$ cat config.mk
export PLATFORM = sky130hd
export DESIGN_NAME = dsa_cordic_cell
export DESIGN_NICKNAME = d
export VERILOG_FILES = /design/src/hw/rtl/dsa_pkg.sv /design/src/hw/rtl/dsa_cordic_cell.sv
export SDC_FILE = /design/constraint.sdc
export NUM_CORES = 1
export LEC_CHECK = 0
export BUFFER_PORTS_ARGS = -buffer_cell sky130_fd_sc_hd__buf_2
export CAP_MARGIN = 20
export CORE_MARGIN = 2
export CORE_UTILIZATION = 25
export DETAILED_ROUTE_END_ITERATION = 10
export GPL_TIMING_DRIVEN = 0
export SKIP_CTS_REPAIR_TIMING = 1
export SYNTH_ARGS = -nofsm -noshare
export SYNTH_HDL_FRONTEND = slang
export SYNTH_SLANG_ARGS = --single-unit
$ cat constraint.sdc
create_clock -name clk -period 0.8 [get_ports clk]
set_clock_uncertainty 0.1 [all_clocks]
set_input_delay 0.04 -clock clk [delete_from_list [all_inputs] [get_ports clk]]
set_output_delay 0.04 -clock clk [all_outputs]
set_load 0.01 [all_outputs]
$ cat src/hw/rtl/dsa_pkg.sv
// dsa_pkg: shared types, constants and the cordic arctangent table
// used by the calibration stage, cordic cells and the top level
package dsa_pkg;

    localparam int DEPTH_BITS_DEF = 12;
    localparam int CORDIC_STEPS   = 22;
    localparam int CW             = 34;  // cordic x/y width
    localparam int AW             = 26;  // angle accumulator width
    localparam int DW             = 49;  // |dot| width
    localparam logic signed [AW-1:0] ANG_180 = AW'(180 * 65536);

    localparam logic [1:0] REG_QUAD  = 2'd0;
    localparam logic [1:0] REG_LIN   = 2'd1;
    localparam logic [1:0] REG_CONST = 2'd2;
    localparam logic [1:0] REG_MAXL  = 2'd3;

    typedef struct packed {
        logic        neg;     // dot was negative
        logic        degen;
        logic [23:0] distance;
    } side_t;

    function automatic logic signed [AW-1:0] atan_lut(input logic [4:0] i);
        logic signed [AW-1:0] r;
        case (i)
            5'd0:  r = AW'(2949120);
            5'd1:  r = AW'(1740967);
            5'd2:  r = AW'(919879);
            5'd3:  r = AW'(466945);
            5'd4:  r = AW'(234379);
            5'd5:  r = AW'(117304);
            5'd6:  r = AW'(58666);
            5'd7:  r = AW'(29335);
            5'd8:  r = AW'(14668);
            5'd9:  r = AW'(7334);
            5'd10: r = AW'(3667);
            5'd11: r = AW'(1833);
            5'd12: r = AW'(917);
            5'd13: r = AW'(458);
            5'd14: r = AW'(229);
            5'd15: r = AW'(115);
            5'd16: r = AW'(57);
            5'd17: r = AW'(29);
            5'd18: r = AW'(14);
            5'd19: r = AW'(7);
            5'd20: r = AW'(4);
            5'd21: r = AW'(2);
            default: r = '0;
        endcase
        return r;
    endfunction

endpackage

$ cat src/hw/rtl/dsa_cordic_cell.sv
// dsa_cordic_cell: one registered vectoring step of the cordic chain
// depends on dsa_pkg
module dsa_cordic_cell
    import dsa_pkg::*;
#(
    parameter int STEP = 0
) (
    input  logic                 clk,
    input  logic                 rst_n,
    input  logic                 en,
    input  logic                 vin,
    input  logic signed [CW-1:0] xin,
    input  logic signed [CW-1:0] yin,
    input  logic signed [AW-1:0] ain,
    input  side_t                sin,
    output logic                 vout,
    output logic signed [CW-1:0] xout,
    output logic signed [CW-1:0] yout,
    output logic signed [AW-1:0] aout,
    output side_t                sout
);
    logic signed [CW-1:0] xs, ys, x_next, y_next;
    logic signed [AW-1:0] a_next;

    // shifts truncate toward zero
    always_comb
    begin
        xs = (xin < 0) ? -((-xin) >>> STEP) : (xin >>> STEP);
        ys = (yin < 0) ? -((-yin) >>> STEP) : (yin >>> STEP);
        if (yin >= 0)
        begin
            x_next = xin + ys;
            y_next = yin - xs;
            a_next = ain + atan_lut(5'(STEP));
        end
        else
        begin
            x_next = xin - ys;
            y_next = yin + xs;
            a_next = ain - atan_lut(5'(STEP));
        end
    end

    // valid flag
    always_ff @(posedge clk or negedge rst_n)
    begin
        if (!rst_n)
            vout <= 1'b0;
        else if (en)
            vout <= vin;
    end

    // payload
    always_ff @(posedge clk)
    begin
        if (en)
        begin
            xout <= x_next;
            yout <= y_next;
            aout <= a_next;
            sout <= sin;
        end
    end
endmodule

**Yosys cells after proc, flatten, opt, wreduce, memory -nomap -nowiden**

Index checks and enable logic that the tools add are counted.

- Output and inout bits: 121
- Bits in registers: 121
- Logic and storage cells: 25
- Input port bits: 124

- Muxes and demuxes: 5
- Magnitude comparators: 3
- $add $sub $neg: 10

Operators with widths:

| operator | number |
|---|---|
| $mux 34 | 4 |
| $neg 34->34 | 4 |
| $add 34x34->34 | 2 |
| $lt 34x1->1 const B | 2 |
| $sub 34x34->34 | 2 |
| $ge 34x1->1 const B | 1 |
| $add 26x23->26 const B | 1 |
| $mux 26 | 1 |
| $sub 26x23->26 const B | 1 |

**Depth between registers and ports, before layout**

Gate-level depths: netlist of run 1.

- Depth in word-level cells: 5
- Mapped depth: 17
- Mapped depth without buffers: 16

**Worst setup path after synthesis of run 1**

No wires, ideal clock.

- Path kind: in2reg
- Start: in yin[16]
- End: reg xout[33], data pin
- Buffers on the path: 1
- Stages on the path: 13
- Required time: 0.436 ns
- Slack: -3.118 ns
- Arrival time: 3.554 ns
- Library setup time: 0.264 ns
- Cell sequence: or4_1 > or2_1 > or4_4 > or2_4 > o21ai_0 > xnor2_1 > ha_1 > clkbuf_1 > nand3_1 > or4_1 > or2_2 > a221oi_1 > xnor2_1

- Cells in the longest elaborated chain, start to end: 5
- Elaborated cells between the ends (all ways): 8
- Classes of those cells: add/sub: 4; order compare: 2; mux: 2

Ends and longest elaborated chain:

| item | line | text |
|---|---|---|
| start: declaration | dsa_cordic_cell.sv:13 | `input logic signed [CW-1:0] yin,` |
| $neg 34->34 (2 in series) | dsa_cordic_cell.sv:29 | `ys = (yin < 0) ? -((-yin) >>> STEP) : (yin >>> STEP);` |
| $mux 34 | dsa_cordic_cell.sv:29 |  |
| $sub 34x34->34 / $add 34x34->34 (equally long branches) | dsa_cordic_cell.sv:38, dsa_cordic_cell.sv:32 |  |
| $mux 34 * | dsa_cordic_cell.sv:30 | `if (yin >= 0)` |
| net x_next[33] | dsa_cordic_cell.sv:22 | `logic signed [CW-1:0] xs, ys, x_next, y_next;` |
| end signal: assignment | dsa_cordic_cell.sv:58 | `xout <= x_next;` |
| end: declaration | dsa_cordic_cell.sv:17 | `output logic signed [CW-1:0] xout,` |

Mark *: on every way through the listed nets, which the timed path passes. The rest lies on a longest branch.
A chain may end at the register's enable or synchronous reset.

**Worst setup path in the final report of run 1**

- Start: in yin[17]
- End: reg xout[33], data pin

The elaborated chain is that of the path after synthesis.

==> results of run 1 <==
## cells by family (layout without fill, tap and decap cells)
group                    count (synthesis)  in the layout  share of synthesized area, %
AO/OA/AOI/OAI                          241            241                          18.1
XOR/XNOR                               132            132                          13.7
adder cells (fa/ha/maj)                 79             79                          11.8
buffers and inverters                   43            462                          1.93
flip-flops                             120            120                          42.0
multiplexers                             1              1                         0.131
other                                    0             12                             0
AND/OR/NAND/NOR                        203            203                          12.4
## stage by stage
stage | worst slack [ps] | power (uW)
6_report | -2880 | 27200
5_1_grt | -2970 | 28600
4_1_cts | -3030 | 24900
3_5_place_dp | -3480 | 16700
3_3_place_gp | -3500 | 16700
2_1_floorplan | -3000 | 13900
## registers in the layout, indices dropped and copies added, names as in the netlist
name and cells:
xout 33, yout 34, sout 26, vout 1, aout 26
## routing by layer
metal	up-vias	share of wire, %	track usage [%]
met1	3828	42	17.1
met3	58	4.7	3.78
li1	3923	-	-
met4	4	3.9	7.63
met5	-	0.085	0
met2	211	50	23.6
## worst min-delay path by stage
stage	startpoint	end	cells after the start
final	ain[25]	aout[25]$_DFFE_PP_	3
after global routing	ain[25]	aout[25]$_DFFE_PP_	3
after CTS	rst_n	vout$_DFFE_PN0P_	1
after detailed placement	rst_n	vout$_DFFE_PN0P_	1
after global placement	rst_n	vout$_DFFE_PN0P_	1
after floorplan	rst_n	vout$_DFFE_PN0P_	0
## synth_stat cells (9+ instances only)
library cell | count | area, um^2
o41ai_1 | 13 | 114
nor2_1 | 38 | 143
nand3_1 | 20 | 100
nand2_1 | 64 | 240
o21bai_1 | 9 | 67.6
or4_1 | 9 | 67.6
edfxtp_1 | 119 | 3570
clkbuf_1 | 11 | 41.3
xnor2_1 | 76 | 666
o31ai_1 | 20 | 150
o21ai_0 | 61 | 305
a21oi_1 | 64 | 320
nand2b_1 | 12 | 75.1
a21o_1 | 24 | 180
nor3_1 | 13 | 65.1
a31oi_1 | 9 | 56.3
o21a_1 | 9 | 67.6
inv_1 | 27 | 101
ha_1 | 76 | 951
xor2_1 | 55 | 482
## layout make-up
| class | instances | share of cell area, % |
|---|---|---|
| Tap cell | 448 | 3.93 |
| Multi-Input combinational cell | 656 | 45.8 |
| Antenna cell | 12 | 0.210 |
| Clock buffer | 17 | 2.98 |
| Clock inverter | 15 | 1.18 |
| Inverter | 27 | 0.841 |
| Timing Repair Buffer | 391 | 18.7 |
| Sequential cell | 120 | 25.2 |
| Buffer | 12 | 1.19 |
## critical path: cells and delay by family
family,cells,cell delay [ps]
AO/OA/AOI/OAI,2,590
XOR/XNOR,2,240
adder cells (fa/ha/maj),1,400
buffers and inverters,1,100
AND/OR/NAND/NOR,7,2360
## power breakdown
| group | switching (uW) | internal, uW |
|---|---|---|
| clock network | 3260 | 4650 |
| logic | 5650 | 5020 |
| registers | 309 | 8320 |
==> summary.txt, run 1 <==
Status
  • Outcome: finished with violations
  • Failing checks: negative hold slack, negative setup slack

Floorplanning
  • Rows: 67
  • Core Region: 33600 um^2
  • DIE HEIGHT: approximately 190 um
  • Die X: ~190 um
  • Starting Density: approximately a quarter
  • Die ar.: about 36000 um^2
  • # IOs: 245

Synth
  • Syn nets: approximately 1000
  • Number of synthesized flops with an enable pin: 119
  • Post-synth ARST share: less than 1%
  • Count of unique library cells instantiated by Yosys: 55
  • Seq cells post-synth: between 100 and 150
  • Dominant synthesized flop cell: edfxtp_1
  • Synth Instances: about 800
  • Area of the mapped netlist: ~8600 um^2
  • Post-synthesis sequential area ratio: 42.0%
  • Mean Syn Cell Area: ~10 um^2
  • Synth warn: 0

Setup path
  • End of the worst register-to-register path: vout$_DFFE_PN0P_
  • FF-to-FF setup slack: -60 ps
  • Crit. End Element: flop
  • Slowest CP cell: or4_4
  • Data arrival, critical path: ~3800 ps
  • FF-to-FF path depth: 1
  • Startpoint Class: input pin
  • Critical path, cell by cell: buf_8, or4_4, or2_4, or4_4, or2_4, o41ai_4, xnor2_1, ha_1, nand3_2, or4_4, or2_4, a221oi_2, xnor2_1
  • Reg2Reg Launch Point: vout$_DFFE_PN0P_
  • CP endpoint: xout[33]$_DFFE_PP_
  • Critical Path Source: yin[17]
  • CP Data Required Time: roughly 870 ps
  • Crit-path max FO: 5
  • Critical path class: input pin to flop
  • CP peak stage delay: 520 ps

GRT
  • Global route overflow: 0
  • Vias in the first global route: roughly 7200
  • Antenna violations before repair: 13
  • Gr usage total: 14.3%
  • First-pass GRT wire length: just under 40 mm
  • Largest net degree at the start of global routing: between 80 and 90

Timing
  • Final hold slack: -104 ps
  • Slew HR: roughly two thirds
  • Final WS setup: -2880 ps
  • # setup viols final: 257
  • Period Utilization, post-route: 460%
  • Unrepaired setup endpoints after global routing: yes
  • Max Slew Vio Count: 0
  • Crit path time final: about 3700 ps
  • Worst slew pin tran: approximately 490 ps
  • Setup_tns: -156540 ps
  • Hold Fails Final Rpt: 39
  • Fmax: ~0.27 GHz

Placed design
  • Hpwl dp: roughly 21 mm
  • GPL Wtd Cong: about 0.85
  • Placed Area: 11000 um^2
  • Placed cells: roughly 1500
  • Number of port buffers: 244

CTS
  • Clock tree from TritonCTS: yes
  • Clk slew on worst S/H paths: about 60 ps
  • Max clock buf depth: 2
  • Clock Tree Root: clkbuf_16
  • Number of H-tree levels: 4
  • Skew-Pair Late Insertion Delay: approximately 420 ps
  • Clock sink count: between 100 and 150
  • CTS Buf Count: 17

Routing
  • DRC: 0
  • TritonRoute pass-1 iters: 5
  • Drt total wl: about 29 mm
  • Iter 0 DRT Violations: between 300 and 400
  • DR WL/cell: 17.3 um
  • Routed vias: between 8000 and 9000
  • Via density: ~4.7
  • Post-DRT Antenna Nets: 0

Layout
  • Fin area: roughly 14000 um^2
  • Final #Nets: 1428
  • Reg area: roughly 3600 um^2
  • Most frequent cells in the layout: buf_2, edfxtp_1, buf_4
  • Commonest non-fill, non-tap cell in the layout: buf_2
  • Area Growth Syn to Fin: 66.7%
  • Final core utilization: 42.5%
  • Final std cells w/o fill: ~1700
  • Fill count: around 3100
  • Share of layout cells above drive strength 1: 52.3%
  • Area occupied by multi-input gates: around 6500 um^2

Job
  • Maxcap violations: 0

Power and ir drop
  • Pleak: 0.00576 uW
  • Power Density: roughly 1900 nW/um^2
  • Maximum vdd drop: 1.07 mV

Worst hold path
  • Min-delay worst type: input pin to flop
(Power assumes the default switching activity.)
==> inputs of run 2 (changes only) <==
==> constraint.sdc (replaced) <==
create_clock -name clk -period 4.7 [get_ports clk]
set_clock_uncertainty 0.1 [all_clocks]
set_input_delay 0.235 -clock clk [delete_from_list [all_inputs] [get_ports clk]]
set_output_delay 0.235 -clock clk [all_outputs]
set_load 0.01 [all_outputs]
==> summary.txt, run 2 (synthesis gave the netlist of run 1 again) <==
Power and ir drop
  • Pleak: approximately 0.0047 uW
  • Power Density: 358 nW/um^2
  • Maximum vdd drop: approximately 0.19 mV

Layout
  • Final std cells w/o fill: 1598
  • Final core utilization: between 30 and 40%
  • Fill count: 3439
  • Most frequent cells in the layout: buf_2, edfxtp_1, xnor2_1, ha_1
  • Final #Nets: ~1300
  • Largest register FFs: 34
  • Area Growth Syn to Fin: 33.6%
  • Commonest non-fill, non-tap cell in the layout: buf_2
  • Share of layout cells above drive strength 1: about a quarter
  • Reg with most FFs: yout
  • Largest registers: yout x34, xout x33
  • Fin area: roughly 11000 um^2

Setup path
  • Critical path, cell by cell: buf_2, or4_1, nor3_1, nand2_1, o41ai_1, xor2_1, ha_1, and4_1, and2_1, inv_1, o41ai_1, o21ai_0, a211oi_1, o41ai_1, xnor2_1
  • Startpoint Class: input pin
  • Crit-path max FO: 7
  • CP peak stage delay: a little over 600 ps
  • Data arrival, critical path: roughly 4500 ps
  • Slowest CP cell: or4_1
  • Crit-path leading delay family: simple AND/OR/NAND/NOR gates
  • Buffers & Inverters on Critical Path: 2
  • Crit. End Element: flop
  • Critical path class: input pin to flop
  • Most frequent CP cell: o41ai_1
  • CP Data Required Time: 4780 ps

CTS
  • Clock Tree Root: clkbuf_16
  • Skew-Pair Late Insertion Delay: ~420 ps
  • Max clock buf depth: 2
  • Clk slew on worst S/H paths: roughly 60 ps
  • Clock sink count: 120
  • Clock tree from TritonCTS: yes
  • Number of H-tree levels: 4
  • CTS Buf Count: 17

Placed design
  • Placed cells: 1512
  • Number of port buffers: around 240
  • GPL Wtd Cong: a little under 0.9
  • Placed Area: roughly 10000 um^2
  • Hpwl dp: between 20 and 25 mm

Routing
  • Drt total wl: between 20 and 30 mm
  • Routed vias: ~7400
  • Iter 0 DRT Violations: approximately 350
  • DRC: 0
  • DR WL/cell: 16.5 um
  • Via density: 4.62
  • Post-DRT Antenna Nets: 0
  • TritonRoute pass-1 iters: 5

Floorplanning
  • Starting Density: roughly a quarter
  • Rows: 67
  • Die X: between 150 and 200 um
  • DIE HEIGHT: approximately 190 um
  • # IOs: 245
  • Die ar.: 35800 um^2
  • Core Region: 33600 um^2

Timing
  • Period Utilization, post-route: between 90% and 100%
  • Worst slew pin tran: approximately 950 ps
  • # setup viols final: 0
  • Hold Fails Final Rpt: 0
  • Final hold slack: ~21 ps
  • Slew HR: between 30 and 40%
  • Max Slew Vio Count: 0
  • Unrepaired setup endpoints after global routing: no
  • Fmax: about 0.23 GHz
  • Crit path time final: ~4400 ps

Status
  • Outcome: complete, no violations

GRT
  • Gr usage total: 14.3%
  • First-pass GRT wire length: 39.0 mm
  • Global route overflow: 0
  • Largest net degree at the start of global routing: 89
  • Antenna violations before repair: 12
  • Vias in the first global route: a little over 7000

Worst hold path
  • Min-delay worst type: input pin to async pin

Job
  • Maxcap violations: 0
==> run 2: cell count changes in the layout (fill, tap and decap cells not counted), moves of 19 or more <==
cell / previous run / this run
o21ai_0: 15 / 61
o21ai_2: 21 / 0
a21oi_1: 30 / 64
nand2_1: 43 / 64
buf_2: 224 / 243
buf_6: 26 / 1
ha_1: 43 / 76
a21oi_2: 25 / 0
buf_4: 88 / 1
==> run 2: path summary, 6_finish.rpt <==
check	startpoint	end	slack (ps)	cells after the start
max in group asynchronous	rst_n	vout$_DFFE_PN0P_	4400	2
worst min register to register	vout$_DFFE_PN0P_	vout$_DFFE_PN0P_	420	1
min in group clk	ain[17]	aout[17]$_DFFE_PP_	90	2
worst min-delay path	rst_n	vout$_DFFE_PN0P_	20	2
worst max register to register	vout$_DFFE_PN0P_	vout$_DFFE_PN0P_	3850	1
worst max-delay path	xin[9]	yout[32]$_DFFE_PP_	300	15
==> run 2: layer usage <==
metal	vias to the layer above	wire (um)	track usage (%)
li1	3718	-	-
met1	3423	11600	17.2
met2	182	12700	24.2
met3	50	1200	3.58
met4	6	828	6.37
met5	-	46	0
==> run 2: final cells by class <==
type | instances | area [um^2] | area share, %
diodes | 9 | 22.5 | 0.197
flip-flops and latches | 120 | 3600 | 31.4
well taps | 448 | 561 | 4.90
clock buffers | 17 | 425 | 3.72
plain buffers | 16 | 63.8 | 0.558
repair buffers | 290 | 1710 | 14.9
clock inverters | 15 | 165 | 1.44
multi-input cells | 656 | 4800 | 42.0
inverters | 27 | 101 | 0.886
==> run 2: stage by stage <==
step	setup slack [ps]	power, uW	TNS [ps]
floorplan	587	2270	0
global placement	-104	2740	-156
detailed placement	-153	2740	-263
CTS	303	4130	0
global route	24.8	4340	0
finish	296	4100	0
==> run 2: power breakdown <==
group,switching [uW],internal (uW),leakage (uW)
Sequential,50.8,1420,0.00118
Clock,549,793,0.000289
Combinational,743,547,0.00325
Total,1340,2760,0.00471
==> inputs of run 3 (changes only) <==
--- a/config.mk
+++ b/config.mk
@@ -8,9 +8,11 @@
 export BUFFER_PORTS_ARGS = -buffer_cell sky130_fd_sc_hd__buf_2
 export CAP_MARGIN = 20
 export CORE_MARGIN = 2
-export CORE_UTILIZATION = 25
+export CORE_UTILIZATION = 57
+export CTS_BUF_LIST = sky130_fd_sc_hd__clkbuf_8
 export DETAILED_ROUTE_END_ITERATION = 10
 export GPL_TIMING_DRIVEN = 0
+export PLACE_DENSITY = 0.86
 export SKIP_CTS_REPAIR_TIMING = 1
 export SYNTH_ARGS = -nofsm -noshare
 export SYNTH_HDL_FRONTEND = slang
==> summary.txt, run 3 (synthesis gave the netlist of run 1 again) <==
Status
  • Outcome: complete, no violations

Layout
  • Share of layout cells above drive strength 1: between 20 and 30%
  • Most frequent cells in the layout: buf_2, edfxtp_1, xnor2_1, ha_1
  • Largest registers: yout x34, xout x33
  • Final #Nets: 1332
  • Reg with most FFs: yout
  • Largest register FFs: 34
  • Area Growth Syn to Fin: 27.7%
  • Commonest non-fill, non-tap cell in the layout: buf_2

GRT
  • First-pass GRT wire length: between 30 and 40 mm
  • Largest net degree at the start of global routing: 82
  • Vias in the first global route: between 7000 and 8000
  • Gr usage total: between 20% and 30%
  • Antenna violations before repair: 2
  • Global route overflow: 0

Setup path
  • CP Data Required Time: a little under 5000 ps
  • Crit-path max FO: 7
  • CP endpoint: yout[32]$_DFFE_PP_
  • End of the worst register-to-register path: vout$_DFFE_PN0P_
  • FF-to-FF path depth: 1
  • Reg2Reg Launch Point: vout$_DFFE_PN0P_
  • Critical path class: input pin to flop
  • Data arrival, critical path: 4400 ps
  • Critical Path Source: xin[7]
  • FF-to-FF setup slack: about 3800 ps
  • Startpoint Class: input pin
  • Crit. End Element: flop

Routing
  • Routed vias: 7610
  • Iter 0 DRT Violations: 650
  • DR WL/cell: 17.7 um
  • Drt total wl: 23.5 mm
  • DRC: 0
  • TritonRoute pass-1 iters: 6
  • Via density: roughly 5.7
  • Post-DRT Antenna Nets: 0

Timing
  • Crit path time final: around 4300 ps
  • Period Utilization, post-route: 91.3%
  • Final hold slack: 40.7 ps
  • # setup viols final: 0
  • Max Slew Vio Count: 0
  • Slew HR: ~45%
  • Fmax: around 0.23 GHz
  • Unrepaired setup endpoints after global routing: no
  • Worst slew pin tran: 811 ps
  • Setup_tns: 0 ps
  • Hold Fails Final Rpt: 0

CTS
  • CTS Buf Count: 17
  • Clock tree from TritonCTS: yes
  • Max clock buf depth: 2
  • Clk slew on worst S/H paths: 90 ps
  • Clock sink count: 120
  • Skew-Pair Late Insertion Delay: about 450 ps
  • Clock Tree Root: clkbuf_8
  • Number of H-tree levels: 4

Placed design
  • Number of port buffers: between 200 and 250
  • Hpwl dp: 17.5 mm
  • GPL Wtd Cong: approximately 0.97

Floorplanning
  • Core Region: 14600 um^2
  • Die X: 127 um
  • Die ar.: roughly 16000 um^2
  • # IOs: between 200 and 250
  • Rows: 44
  • DIE HEIGHT: about 130 um
  • Starting Density: between 50% and 60%

Job
  • Maxcap violations: 0

Power and ir drop
  • Maximum vdd drop: about 0.19 mV
  • Power Density: about 340 nW/um^2
  • Pleak: ~0.0046 uW

Worst hold path
  • Min-delay worst type: input pin to flop
==> run 3: cell types whose count changed in the layout (fill, tap and decap cells not counted), moves of 2 or more <==
| cell | previous run | this run |
|---|---|---|
| diode_2 | 9 | 3 |
| clkbuf_16 | 17 | 0 |
| clkinv_2 | 3 | 1 |
| clkinv_4 | 1 | 3 |
| clkbuf_8 | 0 | 17 |
==> run 3: power breakdown <==
group	switching (uW)	internal [uW]	total [uW]	leakage, uW
registers	46.1	1410	1460	0.00118
logic	733	548	1280	0.00325
clock network	483	537	1020	0.000210
total	1260	2500	3760	0.00464
==> run 3: per-stage QoR <==
stage	cells	total power (uW)	cell area (um^2)	utilization, %	setup WS, ps
6_report	1329	3760	10900	75.0	411
2_1_floorplan	819	2270	8560	-	587
4_1_cts	1280	3730	10500	71.8	559
3_3_place_gp	1247	2680	10000	68.7	42.3
3_5_place_dp	1248	2700	10000	68.9	62.4
5_1_grt	1328	3960	10900	75.0	119
==> run 3: routing by layer <==
layer  share of wire (%)  global-route usage (%)  wire (um)
met5                   0                       0          0
met4                 2.7                    11.4        644
met3                 7.3                    5.90       1710
met2                  48                    45.5      11300
met1                  42                    34.8       9940
==> run 3: cell type report <==
class / count / area [um^2]
antenna: 3 / 7.51
buffer: 16 / 63.8
clock buffer: 17 / 234
clock inverter: 15 / 191
fill: 1017 / 3650
inverter: 27 / 101
multi-input combinational: 656 / 4800
sequential: 120 / 3600
tap: 184 / 230
timing repair buffer: 291 / 1710
==> run 3: worst min-delay path by stage <==
stage / from / endpoint / slack [ps] / cells past startpoint
CTS: rst_n / vout$_DFFE_PN0P_ / -580 / 1
global route: ain[17] / aout[17]$_DFFE_PP_ / 50 / 2
floorplan: rst_n / vout$_DFFE_PN0P_ / -160 / 0
detailed placement: rst_n / vout$_DFFE_PN0P_ / -90 / 1
finish: ain[17] / aout[17]$_DFFE_PP_ / 40 / 2
global placement: rst_n / vout$_DFFE_PN0P_ / -90 / 1
==> run 3: critical path, stage by stage <==
cell	delay (ps)
buf_2	130
or4_1	590
nor3_1	420
nand2_1	170
o41ai_1	390
xor2_1	150
ha_1	450
and4_1	300
and2_1	210
inv_1	70
o41ai_1	410
o21ai_0	190
a211oi_1	390
o41ai_1	150
xnor2_1	130
